`config.mk`:
```
export PLATFORM = sky130hd
export DESIGN_NAME = xoshiro256ss_random_generator
export DESIGN_NICKNAME = d
export VERILOG_FILES = /design/src/design/xrng_pkg.sv /design/src/design/xrng_dp.sv /design/src/design/xrng_ctrl.sv /design/src/design/xoshiro256ss_random_generator.sv
export SDC_FILE = /design/constraint.sdc
export NUM_CORES = 2
export LEC_CHECK = 0
export ABC_AREA = 0
export ABC_CLOCK_PERIOD_IN_PS = 25400
export BUFFER_PORTS_ARGS = -buffer_cell sky130_fd_sc_hd__buf_2
export CORE_MARGIN = 8
export CORE_UTILIZATION = 28
export DETAILED_ROUTE_END_ITERATION = 8
export HOLD_SLACK_MARGIN = 0.05
export PLACE_DENSITY = 0.45
export SLEW_MARGIN = 15
export SYNTH_ARGS = -nofsm -noshare
export SYNTH_HDL_FRONTEND = slang
export SYNTH_HIERARCHICAL = 1
export SYNTH_SLANG_ARGS = --single-unit
```
`constraint.sdc`:
```
create_clock -name clock -period 25.4 [get_ports clock]
set_clock_uncertainty 0.1 [all_clocks]
set_input_delay 5.08 -clock clock [delete_from_list [all_inputs] [get_ports clock]]
set_output_delay 5.08 -clock clock [all_outputs]
set_load 0.01 [all_outputs]
```
`src/design/xrng_pkg.sv`:
```
// Package: shared types, constants and command codes for the xoshiro256** generator.
`default_nettype none

package xrng_pkg;

   localparam int unsigned WORD_W = 64;
   localparam int unsigned HALF_W = WORD_W / 2;
   localparam int unsigned MODE_W = 3;

   localparam logic [WORD_W-1:0] GOLDEN_INC = 64'h9e37_79b9_7f4a_7c15;
   localparam logic [WORD_W-1:0] MIX_MUL_A  = 64'hbf58_476d_1ce4_e5b9;
   localparam logic [WORD_W-1:0] MIX_MUL_B  = 64'h94d0_49bb_1331_11eb;
   localparam logic [WORD_W-1:0] PRINT_BASE = 64'd32;
   localparam logic [WORD_W-1:0] PRINT_SPAN = 64'd95;
   localparam logic [WORD_W-1:0] INT_MIN_PAT = 64'h8000_0000_0000_0000;
   localparam logic [WORD_W-1:0] INT_MAX_PAT = 64'h7fff_ffff_ffff_ffff;
   localparam logic [3:0] UUID_VERSION = 4'h4;
   localparam logic [1:0] UUID_VARIANT = 2'b10;

   localparam int unsigned SEED_WORDS = 4;
   localparam int unsigned IDX_W      = $clog2(SEED_WORDS);
   localparam int unsigned DIV_STEPS  = WORD_W;
   localparam int unsigned DIV_CNT_W  = $clog2(DIV_STEPS);
   localparam int unsigned MUL_PHASES = 4;
   localparam int unsigned PHASE_W    = $clog2(MUL_PHASES);

   localparam logic [MODE_W-1:0] MODE_RAW   = 3'd0;
   localparam logic [MODE_W-1:0] MODE_RANGE = 3'd1;
   localparam logic [MODE_W-1:0] MODE_BOOL  = 3'd2;
   localparam logic [MODE_W-1:0] MODE_PRINT = 3'd3;
   localparam logic [MODE_W-1:0] MODE_MANT  = 3'd4;
   localparam logic [MODE_W-1:0] MODE_UUID  = 3'd5;

   localparam logic [PHASE_W-1:0] PH_LL  = 2'd0;
   localparam logic [PHASE_W-1:0] PH_LH  = 2'd1;
   localparam logic [PHASE_W-1:0] PH_HL  = 2'd2;
   localparam logic [PHASE_W-1:0] PH_SUM = 2'd3;

   typedef struct packed {
      logic [MODE_W-1:0]        mode;
      logic signed [WORD_W-1:0] range_min;
      logic signed [WORD_W-1:0] range_max;
   } req_type;

   typedef struct packed {
      logic [WORD_W-1:0] value;
      logic              last;
   } rsp_type;

   typedef enum logic [3:0] {
      DP_NONE      = 4'd0,
      DP_CAPTURE   = 4'd1,
      DP_SEED_LOAD = 4'd2,
      DP_MIX_ADD   = 4'd3,
      DP_MUL       = 4'd4,
      DP_DRAW      = 4'd5,
      DP_DRAW_FIN  = 4'd6,
      DP_DIV_LOAD  = 4'd7,
      DP_DIV_STEP  = 4'd8,
      DP_EMIT      = 4'd9
   } dp_op_type;

   typedef enum logic [2:0] {
      RES_RAW   = 3'd0,
      RES_MIN   = 3'd1,
      RES_RANGE = 3'd2,
      RES_BOOL  = 3'd3,
      RES_CHAR  = 3'd4,
      RES_MANT  = 3'd5,
      RES_UUID0 = 3'd6,
      RES_UUID1 = 3'd7
   } res_sel_type;

   typedef struct packed {
      dp_op_type          op;
      logic [PHASE_W-1:0] mul_phase;
      logic               mul_k_b;
      res_sel_type        res_sel;
      logic               res_last;
      logic               div_by_span;
   } dp_cmd_type;

   typedef struct packed {
      logic [MODE_W-1:0] mode;
      logic              empty;
      logic              span_zero;
      logic              seed_last;
   } dp_status_type;

endpackage

`default_nettype wire

```
`src/design/xrng_dp.sv`:
```
// Datapath: state words, seed expansion, output draw, remainder divider and result register.
`default_nettype none

module xrng_dp (
   input  logic                  clock,
   input  logic                  reset,
   input  xrng_pkg::dp_cmd_type  cmd,
   output xrng_pkg::dp_status_type status,
   input  xrng_pkg::req_type     req_data,
   input  logic                  csr_wr_en,
   input  logic [63:0]           csr_wr_data,
   output xrng_pkg::rsp_type     rsp_data
);
   import xrng_pkg::*;

   logic [WORD_W-1:0] seed_ff, seed_in;
   logic [WORD_W-1:0] gen_ff [SEED_WORDS];
   logic [WORD_W-1:0] gen_in [SEED_WORDS];
   logic [IDX_W-1:0]  idx_ff, idx_in;
   logic [WORD_W-1:0] acc_ff, acc_in;
   logic [WORD_W-1:0] z_ff, z_in;
   logic [WORD_W-1:0] prod_ff, prod_in;
   logic [WORD_W-1:0] sum_ff, sum_in;
   logic [WORD_W-1:0] r_ff, r_in;
   logic [WORD_W-1:0] rem_ff, rem_in;
   logic [WORD_W-1:0] dvd_ff, dvd_in;
   logic [WORD_W-1:0] dsr_ff, dsr_in;
   logic [MODE_W-1:0] mode_ff, mode_in;
   logic [WORD_W-1:0] min_ff, min_in;
   logic [WORD_W-1:0] span_ff, span_in;
   logic              empty_ff, empty_in;
   logic              span_zero_ff, span_zero_in;
   rsp_type           rsp_ff, rsp_in;

   logic [WORD_W-1:0] mul_k;
   logic [HALF_W-1:0] mul_a32, mul_b32;
   logic [WORD_W-1:0] mul_full;
   logic [WORD_W-1:0] mul_fin;
   logic [WORD_W-1:0] mix_sum;
   logic [WORD_W-1:0] res5;
   logic [WORD_W:0]   div_trial, div_diff;
   logic [WORD_W-1:0] out_value;

   assign mul_k    = cmd.mul_k_b ? MIX_MUL_B : MIX_MUL_A;
   assign mul_a32  = (cmd.mul_phase == PH_HL) ? z_ff[WORD_W-1:HALF_W] : z_ff[HALF_W-1:0];
   assign mul_b32  = (cmd.mul_phase == PH_LH) ? mul_k[WORD_W-1:HALF_W] : mul_k[HALF_W-1:0];
   assign mul_full = mul_a32 * mul_b32;
   assign mul_fin  = sum_ff + {prod_ff[HALF_W-1:0], {HALF_W{1'b0}}};
   assign mix_sum  = acc_ff + GOLDEN_INC;
   assign res5     = gen_ff[1] + {gen_ff[1][WORD_W-3:0], 2'b00};
   assign div_trial = {rem_ff, dvd_ff[WORD_W-1]};
   assign div_diff  = div_trial - {1'b0, dsr_ff};

   always_comb begin
      case (cmd.res_sel)
         RES_MIN:   out_value = min_ff;
         RES_RANGE: out_value = min_ff + rem_ff;
         RES_BOOL:  out_value = {{(WORD_W-1){1'b0}}, r_ff[0]};
         RES_CHAR:  out_value = PRINT_BASE + rem_ff;
         RES_MANT:  out_value = {11'd0, r_ff[WORD_W-1:11]};
         RES_UUID0: out_value = {r_ff[63:56], UUID_VERSION, r_ff[51:0]};
         RES_UUID1: out_value = {r_ff[63:8], UUID_VARIANT, r_ff[5:0]};
         default:   out_value = r_ff;
      endcase
   end

   always_comb begin
      seed_in      = csr_wr_en ? csr_wr_data : seed_ff;
      gen_in       = gen_ff;
      idx_in       = idx_ff;
      acc_in       = acc_ff;
      z_in         = z_ff;
      prod_in      = prod_ff;
      sum_in       = sum_ff;
      r_in         = r_ff;
      rem_in       = rem_ff;
      dvd_in       = dvd_ff;
      dsr_in       = dsr_ff;
      mode_in      = mode_ff;
      min_in       = min_ff;
      span_in      = span_ff;
      empty_in     = empty_ff;
      span_zero_in = span_zero_ff;
      rsp_in       = rsp_ff;
      case (cmd.op)
         DP_CAPTURE: begin
            mode_in      = req_data.mode;
            min_in       = req_data.range_min;
            span_in      = req_data.range_max - req_data.range_min + 64'd1;
            empty_in     = (req_data.range_min >= req_data.range_max);
            span_zero_in = (req_data.range_min == INT_MIN_PAT)
                           && (req_data.range_max == INT_MAX_PAT);
         end
         DP_SEED_LOAD: begin
            acc_in = seed_ff;
            idx_in = '0;
         end
         DP_MIX_ADD: begin
            acc_in = mix_sum;
            z_in   = mix_sum ^ (mix_sum >> 30);
         end
         DP_MUL: begin
            prod_in = mul_full;
            case (cmd.mul_phase)
               PH_LH: sum_in = prod_ff;
               PH_HL: sum_in = mul_fin;
               PH_SUM: begin
                  if (cmd.mul_k_b) begin
                     gen_in[idx_ff] = mul_fin ^ (mul_fin >> 31);
                     idx_in         = idx_ff + 1'b1;
                  end else begin
                     z_in = mul_fin ^ (mul_fin >> 27);
                  end
               end
               default: sum_in = sum_ff;
            endcase
         end
         DP_DRAW: begin
            r_in      = {res5[WORD_W-8:0], res5[WORD_W-1:WORD_W-7]};
            gen_in[0] = gen_ff[0] ^ gen_ff[3] ^ gen_ff[1];
            gen_in[1] = gen_ff[1] ^ gen_ff[2] ^ gen_ff[0];
            gen_in[2] = gen_ff[2] ^ gen_ff[0] ^ {gen_ff[1][WORD_W-18:0], 17'd0};
            gen_in[3] = {gen_ff[3][18:0] ^ gen_ff[1][18:0],
                         gen_ff[3][WORD_W-1:19] ^ gen_ff[1][WORD_W-1:19]};
         end
         DP_DRAW_FIN: begin
            r_in = r_ff + {r_ff[WORD_W-4:0], 3'b000};
         end
         DP_DIV_LOAD: begin
            rem_in = '0;
            dvd_in = r_ff;
            dsr_in = cmd.div_by_span ? span_ff : PRINT_SPAN;
         end
         DP_DIV_STEP: begin
            rem_in = div_diff[WORD_W] ? div_trial[WORD_W-1:0] : div_diff[WORD_W-1:0];
            dvd_in = {dvd_ff[WORD_W-2:0], 1'b0};
         end
         DP_EMIT: begin
            rsp_in.value = out_value;
            rsp_in.last  = cmd.res_last;
         end
         default: begin
            rsp_in = rsp_ff;
         end
      endcase
   end

   always_ff @(posedge clock) begin
      if (reset) begin
         seed_ff <= '0;
      end else begin
         seed_ff <= seed_in;
      end
   end

   always_ff @(posedge clock) begin
      gen_ff       <= gen_in;
      idx_ff       <= idx_in;
      acc_ff       <= acc_in;
      z_ff         <= z_in;
      prod_ff      <= prod_in;
      sum_ff       <= sum_in;
      r_ff         <= r_in;
      rem_ff       <= rem_in;
      dvd_ff       <= dvd_in;
      dsr_ff       <= dsr_in;
      mode_ff      <= mode_in;
      min_ff       <= min_in;
      span_ff      <= span_in;
      empty_ff     <= empty_in;
      span_zero_ff <= span_zero_in;
      rsp_ff       <= rsp_in;
   end

   assign status.mode      = mode_ff;
   assign status.empty     = empty_ff;
   assign status.span_zero = span_zero_ff;
   assign status.seed_last = (idx_ff == IDX_W'(SEED_WORDS - 1));
   assign rsp_data         = rsp_ff;

endmodule

`default_nettype wire

```
`src/design/xrng_ctrl.sv`:
```
// Controller: state machine that sequences seeding, drawing, division and result hand-off.
`default_nettype none

module xrng_ctrl (
   input  logic                    clock,
   input  logic                    reset,
   input  logic                    req_valid,
   output logic                    req_ready,
   output logic                    rsp_valid,
   input  logic                    rsp_ready,
   input  logic                    csr_wr_en,
   input  xrng_pkg::dp_status_type status,
   output xrng_pkg::dp_cmd_type    cmd
);
   import xrng_pkg::*;

   typedef enum logic [9:0] {
      S_IDLE      = 10'b00_0000_0001,
      S_DISPATCH  = 10'b00_0000_0010,
      S_SEED_LOAD = 10'b00_0000_0100,
      S_MIX_ADD   = 10'b00_0000_1000,
      S_MUL       = 10'b00_0001_0000,
      S_DRAW      = 10'b00_0010_0000,
      S_DRAW_FIN  = 10'b00_0100_0000,
      S_DIV_LOAD  = 10'b00_1000_0000,
      S_DIV       = 10'b01_0000_0000,
      S_EMIT      = 10'b10_0000_0000
   } state_type;

   state_type            state_ff, state_in;
   logic                 seeded_ff, seeded_in;
   logic                 uuid_second_ff, uuid_second_in;
   logic [PHASE_W-1:0]   phase_ff, phase_in;
   logic                 pass_b_ff, pass_b_in;
   logic [DIV_CNT_W-1:0] div_cnt_ff, div_cnt_in;
   logic                 rsp_valid_ff, rsp_valid_in;
   logic                 out_free;
   logic                 uuid_first;
   res_sel_type          res_sel;

   assign out_free   = !rsp_valid_ff || rsp_ready;
   assign uuid_first = (status.mode == MODE_UUID) && !uuid_second_ff;

   always_comb begin
      case (status.mode)
         MODE_RANGE: begin
            if (status.empty) begin
               res_sel = RES_MIN;
            end else if (status.span_zero) begin
               res_sel = RES_RAW;
            end else begin
               res_sel = RES_RANGE;
            end
         end
         MODE_BOOL:  res_sel = RES_BOOL;
         MODE_PRINT: res_sel = RES_CHAR;
         MODE_MANT:  res_sel = RES_MANT;
         MODE_UUID:  res_sel = uuid_second_ff ? RES_UUID1 : RES_UUID0;
         default:    res_sel = RES_RAW;
      endcase
   end

   always_comb begin
      state_in         = state_ff;
      seeded_in        = seeded_ff;
      uuid_second_in   = uuid_second_ff;
      phase_in         = phase_ff;
      pass_b_in        = pass_b_ff;
      div_cnt_in       = div_cnt_ff;
      rsp_valid_in     = rsp_valid_ff && !rsp_ready;
      req_ready        = 1'b0;
      cmd.op           = DP_NONE;
      cmd.mul_phase    = phase_ff;
      cmd.mul_k_b      = pass_b_ff;
      cmd.res_sel      = res_sel;
      cmd.res_last     = !uuid_first;
      cmd.div_by_span  = (status.mode == MODE_RANGE);
      case (state_ff)
         S_IDLE: begin
            req_ready = 1'b1;
            if (req_valid) begin
               cmd.op   = DP_CAPTURE;
               state_in = S_DISPATCH;
            end
         end
         S_DISPATCH: begin
            if ((status.mode == MODE_RANGE) && status.empty) begin
               state_in = S_EMIT;
            end else if (!seeded_ff) begin
               state_in = S_SEED_LOAD;
            end else begin
               state_in = S_DRAW;
            end
         end
         S_SEED_LOAD: begin
            cmd.op   = DP_SEED_LOAD;
            state_in = S_MIX_ADD;
         end
         S_MIX_ADD: begin
            cmd.op    = DP_MIX_ADD;
            phase_in  = PH_LL;
            pass_b_in = 1'b0;
            state_in  = S_MUL;
         end
         S_MUL: begin
            cmd.op = DP_MUL;
            if (phase_ff == PH_SUM) begin
               phase_in = PH_LL;
               if (!pass_b_ff) begin
                  pass_b_in = 1'b1;
               end else if (status.seed_last) begin
                  seeded_in = 1'b1;
                  state_in  = S_DRAW;
               end else begin
                  state_in = S_MIX_ADD;
               end
            end else begin
               phase_in = phase_ff + 1'b1;
            end
         end
         S_DRAW: begin
            cmd.op   = DP_DRAW;
            state_in = S_DRAW_FIN;
         end
         S_DRAW_FIN: begin
            cmd.op = DP_DRAW_FIN;
            if (((status.mode == MODE_RANGE) && !status.span_zero)
                || (status.mode == MODE_PRINT)) begin
               state_in = S_DIV_LOAD;
            end else begin
               state_in = S_EMIT;
            end
         end
         S_DIV_LOAD: begin
            cmd.op     = DP_DIV_LOAD;
            div_cnt_in = '0;
            state_in   = S_DIV;
         end
         S_DIV: begin
            cmd.op = DP_DIV_STEP;
            if (div_cnt_ff == DIV_CNT_W'(DIV_STEPS - 1)) begin
               state_in = S_EMIT;
            end else begin
               div_cnt_in = div_cnt_ff + 1'b1;
            end
         end
         S_EMIT: begin
            if (out_free) begin
               cmd.op       = DP_EMIT;
               rsp_valid_in = 1'b1;
               if (uuid_first) begin
                  uuid_second_in = 1'b1;
                  state_in       = S_DRAW;
               end else begin
                  uuid_second_in = 1'b0;
                  state_in       = S_IDLE;
               end
            end
         end
         default: begin
            state_in = S_IDLE;
         end
      endcase
      if (csr_wr_en) begin
         seeded_in = 1'b0;
      end
   end

   always_ff @(posedge clock) begin
      if (reset) begin
         state_ff       <= S_IDLE;
         seeded_ff      <= 1'b0;
         uuid_second_ff <= 1'b0;
         phase_ff       <= PH_LL;
         pass_b_ff      <= 1'b0;
         div_cnt_ff     <= '0;
         rsp_valid_ff   <= 1'b0;
      end else begin
         state_ff       <= state_in;
         seeded_ff      <= seeded_in;
         uuid_second_ff <= uuid_second_in;
         phase_ff       <= phase_in;
         pass_b_ff      <= pass_b_in;
         div_cnt_ff     <= div_cnt_in;
         rsp_valid_ff   <= rsp_valid_in;
      end
   end

   assign rsp_valid = rsp_valid_ff;

endmodule

`default_nettype wire

```
`src/design/xoshiro256ss_random_generator.sv`:
```
// Top level of the xoshiro256** random generator with splitmix64 seeding.
//
// An item on the req channel selects a mode (raw word, signed range, bool, printable
// character, 53-bit mantissa or UUIDv4) and carries the range bounds. Each item gives
// one rsp item with last set, except UUID, which gives two, the first with last clear.
// The seed register is written through csr_wr_en and csr_wr_data; the user must write it
// only while the block is idle, which the block itself does not enforce. The first
// drawing item after reset or after a seed write first expands the seed into the four
// state words: a step to load the seed, then for each word an add and eight steps of a
// shared 32x32 multiplier. The block takes one item at a time; raw, bool, mantissa and
// full-span range items pass from accept through dispatch, draw and draw finish to the
// output, and range and printable items also pass through the 64-step bit-serial
// remainder divider. A UUID item draws again after its first word to give its second.
// An empty range (min not below max) returns min without drawing. The result sits in an
// output register; a stalled receiver holds the block until that register is free.
// Reset clears the seed to zero and marks the state as not seeded.
`default_nettype none

module xoshiro256ss_random_generator (
   input  logic              clock,
   input  logic              reset,
   input  logic              req_valid,
   output logic              req_ready,
   input  xrng_pkg::req_type req_data,
   output logic              rsp_valid,
   input  logic              rsp_ready,
   output xrng_pkg::rsp_type rsp_data,
   input  logic              csr_wr_en,
   input  logic [63:0]       csr_wr_data
);
   import xrng_pkg::*;

   dp_cmd_type    cmd;
   dp_status_type status;

   xrng_ctrl u_ctrl (
      .clock     (clock),
      .reset     (reset),
      .req_valid (req_valid),
      .req_ready (req_ready),
      .rsp_valid (rsp_valid),
      .rsp_ready (rsp_ready),
      .csr_wr_en (csr_wr_en),
      .status    (status),
      .cmd       (cmd)
   );

   xrng_dp u_dp (
      .clock       (clock),
      .reset       (reset),
      .cmd         (cmd),
      .status      (status),
      .req_data    (req_data),
      .csr_wr_en   (csr_wr_en),
      .csr_wr_data (csr_wr_data),
      .rsp_data    (rsp_data)
   );

   assert property (@(posedge clock) disable iff (reset)
      req_valid && req_ready |=> !req_ready)
      else $error("Block took a new item in the cycle after accepting one.");

   assert property (@(posedge clock) disable iff (reset)
      rsp_valid && !rsp_data.last |-> status.mode == MODE_UUID)
      else $error("A result without last came from an item that is not a UUID item.");

endmodule

`default_nettype wire

```
==> results.md <==
- Status: finished, final reports clean
- DRC Markers: 0
- FMAX: 0.0849 GHz
- Global Route Usage Sum: 21.0%
- Critical path's most frequent cell: fa_1
- Utilization after layout: 31.1%
- Synth async-reset ratio: 0%
- Worst-margin pin slew: approximately 1300 ps
- # H-tree levels: 3
- Initial antenna violation count: 25
- Top post-synthesis cells by area: edfxtp_1 (29%), fa_1 (16%), ha_1 (10%)
- Drt total wl: between 400000 and 500000 um
- Core area: approximately 360000 um2
- # fillers: between 30000 and 40000
- Number of synthesized flops with an enable pin: between 900 and 1000
- Clk_lat worst skew: around 830 ps
- ANT nets after route: 0
- Largest net degree at the start of global routing: 97
- Post-Syn Area: ~100000 um2
- Arrival time at the worst endpoint: about 12000 ps
- Die Area: 381000 um2
- Most frequent cells in the layout: inv_1 (1351), edfxtp_1 (968), nand2_1 (919), ha_1 (827), fa_1 (807)
- Rel. slew slack: 16.0%
- Cell Pwr Density: roughly 44 nW/um2
- Sequential element share of the synthesized area: 30.4%
- CP max stage delay: around 890 ps
- Detailed Routing Iterations Pass 1: 6
- Syn Area/Cell: roughly 9.6 um2
- Top Family by Delay on Critical Path: adder cells
- WP data required: roughly 26000 ps
- Slowest CP cell: nor3_1
- Lkg Pwr: approximately 49 nW
- Final Hold Fails: 0
- Via count: approximately 80000
- Kind of critical path: reg2reg
- Root buf cell: clkbuf_16
- Setup Buffers After CTS: 0
- Final Max Tran Viols: 0
- Fin nets: roughly 12000
- Synth warn: 6
- Netlist cell types: 123
- Die X: roughly 600 um
- Synthesized Nets: approximately 12000
- RSZ-0062 raised after global routing: no
- Synth Instances: 10500
- Synth-to-Final Area Change: 10.9%
- Hold Buf Count CTS: 0
- Die Y-Extent: 617 um
- Clk sink count: between 1000 and 1500
- Critical Path Sink Type: flop
- Worst hold path class: reg2reg
- Post-layout min period: around 12000 ps
- CTS tree: built
- Footprint of the multi-input gates: between 60000 and 70000 um2
- Synth Flop Type: edfxtp_1
- Synth Register Bits: between 1000 and 1500
- Leading cell type in the layout, fill and taps excluded: inv_1
- Critical path fanouts, max: 45
- Clk buf depth: 3
- Cts repair resizes: 0
- Initial Util: 28.0%
- Synth area leader: edfxtp_1
- Sequential Area: ~30000 um2
- Crit start category: flop
- CP bufs+invs: 3
- Maximum VDD drop: between 0.00005 and 0.00006 V
- Final setup viols: 0
- IO buf count: approximately 270
- Detailed placement HPWL: approximately 340000 um
- IO Pins: roughly 270
- Layout cells sized above 1: under 10%
- Vias in the first global route: ~82000
- Crit share post-route: 46.4%
- Setup TNS: 0 ps
- Vias/cell: between 5 and 6
- Routed len/inst: ~27 um
- Cell Rows: between 200 and 250
- Final hold slack: between 300 and 400 ps
- Total congestion overflow: 0
- Num CTS Buffers: 120
- Worst-path clk slew: approximately 60 ps
- Routability cong.: roughly 0.94
- DRT iter0 DRCs: ~7400
- Synth top area share: 28.7%
- First-pass GRT wire length: 593000 um
- Max Cap Viol: 0
## final timing paths
kind                           start          endpoint  slack [ps]  cells past startpoint
setup / recovery  u_ctrl/phase_ff[0]  u_dp/prod_ff[61]       13620                     30
hold / removal       u_dp/dvd_ff[48]   u_dp/dvd_ff[49]         350                      2
setup reg to reg  u_ctrl/phase_ff[0]  u_dp/prod_ff[61]       13620                     30
hold reg to reg      u_dp/dvd_ff[48]   u_dp/dvd_ff[49]         350                      2
## stage by stage
| stage | total power, mW | std cells | worst slack, ps | instance area [um2] |
|---|---|---|---|---|
| finish | 4.99 | 15500 | 13620 | 112000 |
| global route | 5.19 | 15500 | 13220 | 112000 |
| CTS | 5.04 | 15500 | 13820 | 112000 |
| detailed placement | 3.12 | 15300 | 13840 | 108000 |
| global placement | 3.12 | 15300 | 13890 | 108000 |
| floorplan | 2.74 | 10500 | 4980 | 101000 |
## tightest hold or removal path, cell delays in order (launching register included)
cell      delay, ps
edfxtp_1        320
nand2_1          50
nand2_1          60
## per-layer routing
layer	track usage (%)	share of wire [%]	vias to the layer above
met2	36.3	49	2673
met4	8.91	4.9	8
met5	0	0.012	-
li1	-	-	36400
met3	2.33	5.2	593
met1	26.7	41	40500
## flip-flops by register name, summed over array words and instances, names as in the netlist, 2 cells and up
signal	flops
u_ctrl/div_cnt_ff	6
u_ctrl/phase_ff	2
u_ctrl/state_ff	10
u_dp/acc_ff	64
u_dp/dsr_ff	64
u_dp/dvd_ff	64
u_dp/gen_ff	256
u_dp/idx_ff	2
u_dp/min_ff	64
u_dp/mode_ff	3
u_dp/prod_ff	64
u_dp/r_ff	64
u_dp/rem_ff	64
u_dp/rsp_data	65
u_dp/seed_ff	64
u_dp/span_ff	64
u_dp/sum_ff	64
u_dp/z_ff	64
## synthesized netlist by cell type (30+ instances only)
| cell | count |
|---|---|
| o211ai_1 | 47 |
| o21a_1 | 60 |
| nor2_1 | 668 |
| or2_2 | 30 |
| a21oi_1 | 690 |
| and2_1 | 101 |
| a22oi_1 | 53 |
| nand2_1 | 927 |
| dfxtp_1 | 86 |
| a211oi_1 | 40 |
| nor2b_1 | 100 |
| xnor2_1 | 544 |
| inv_1 | 1355 |
| mux2i_1 | 158 |
| nor4_1 | 52 |
| buf_1 | 30 |
| mux2_2 | 42 |
| o221ai_1 | 57 |
| and3_1 | 84 |
| nand4_1 | 146 |
| o31ai_1 | 34 |
| fa_1 | 807 |
| a31oi_1 | 54 |
| nor3_1 | 86 |
| ha_1 | 829 |
| a21o_1 | 294 |
| o21bai_1 | 90 |
| clkbuf_1 | 384 |
| o22ai_1 | 222 |
| edfxtp_1 | 968 |
| xor2_1 | 378 |
| o21ai_0 | 499 |
| nand3_1 | 140 |
| nand2b_1 | 75 |
## report_power, final
part | internal [mW] | switching (mW)
logic | 0.377 | 0.685
clock network | 1.11 | 0.794
registers | 1.97 | 0.0572
## logic make-up (layout without fill, tap and decap cells)
family	Yosys count	in the layout	share of synthesized area [%]
simple gates	2523	2523	11.6
compound gates	2378	2378	14.9
mux	201	201	2.05
fa+ha+maj	1636	1636	26.2
xor+xnor	932	932	8.16
buf+inv	1800	1966	6.73
other cells	0	10	0
flops	1054	1054	30.4
## area by class of cell
class | instances | area share [%]
Multi-Input combinational cell | 7670 | 56.9
Sequential cell | 1054 | 27.4
Tap cell | 4794 | 5.34
Inverter | 1361 | 4.55
Clock buffer | 158 | 2.95
Timing Repair Buffer | 378 | 1.96
Clock inverter | 69 | 0.844
Antenna cell | 10 | 0.0223
(Power assumes the default switching activity.)
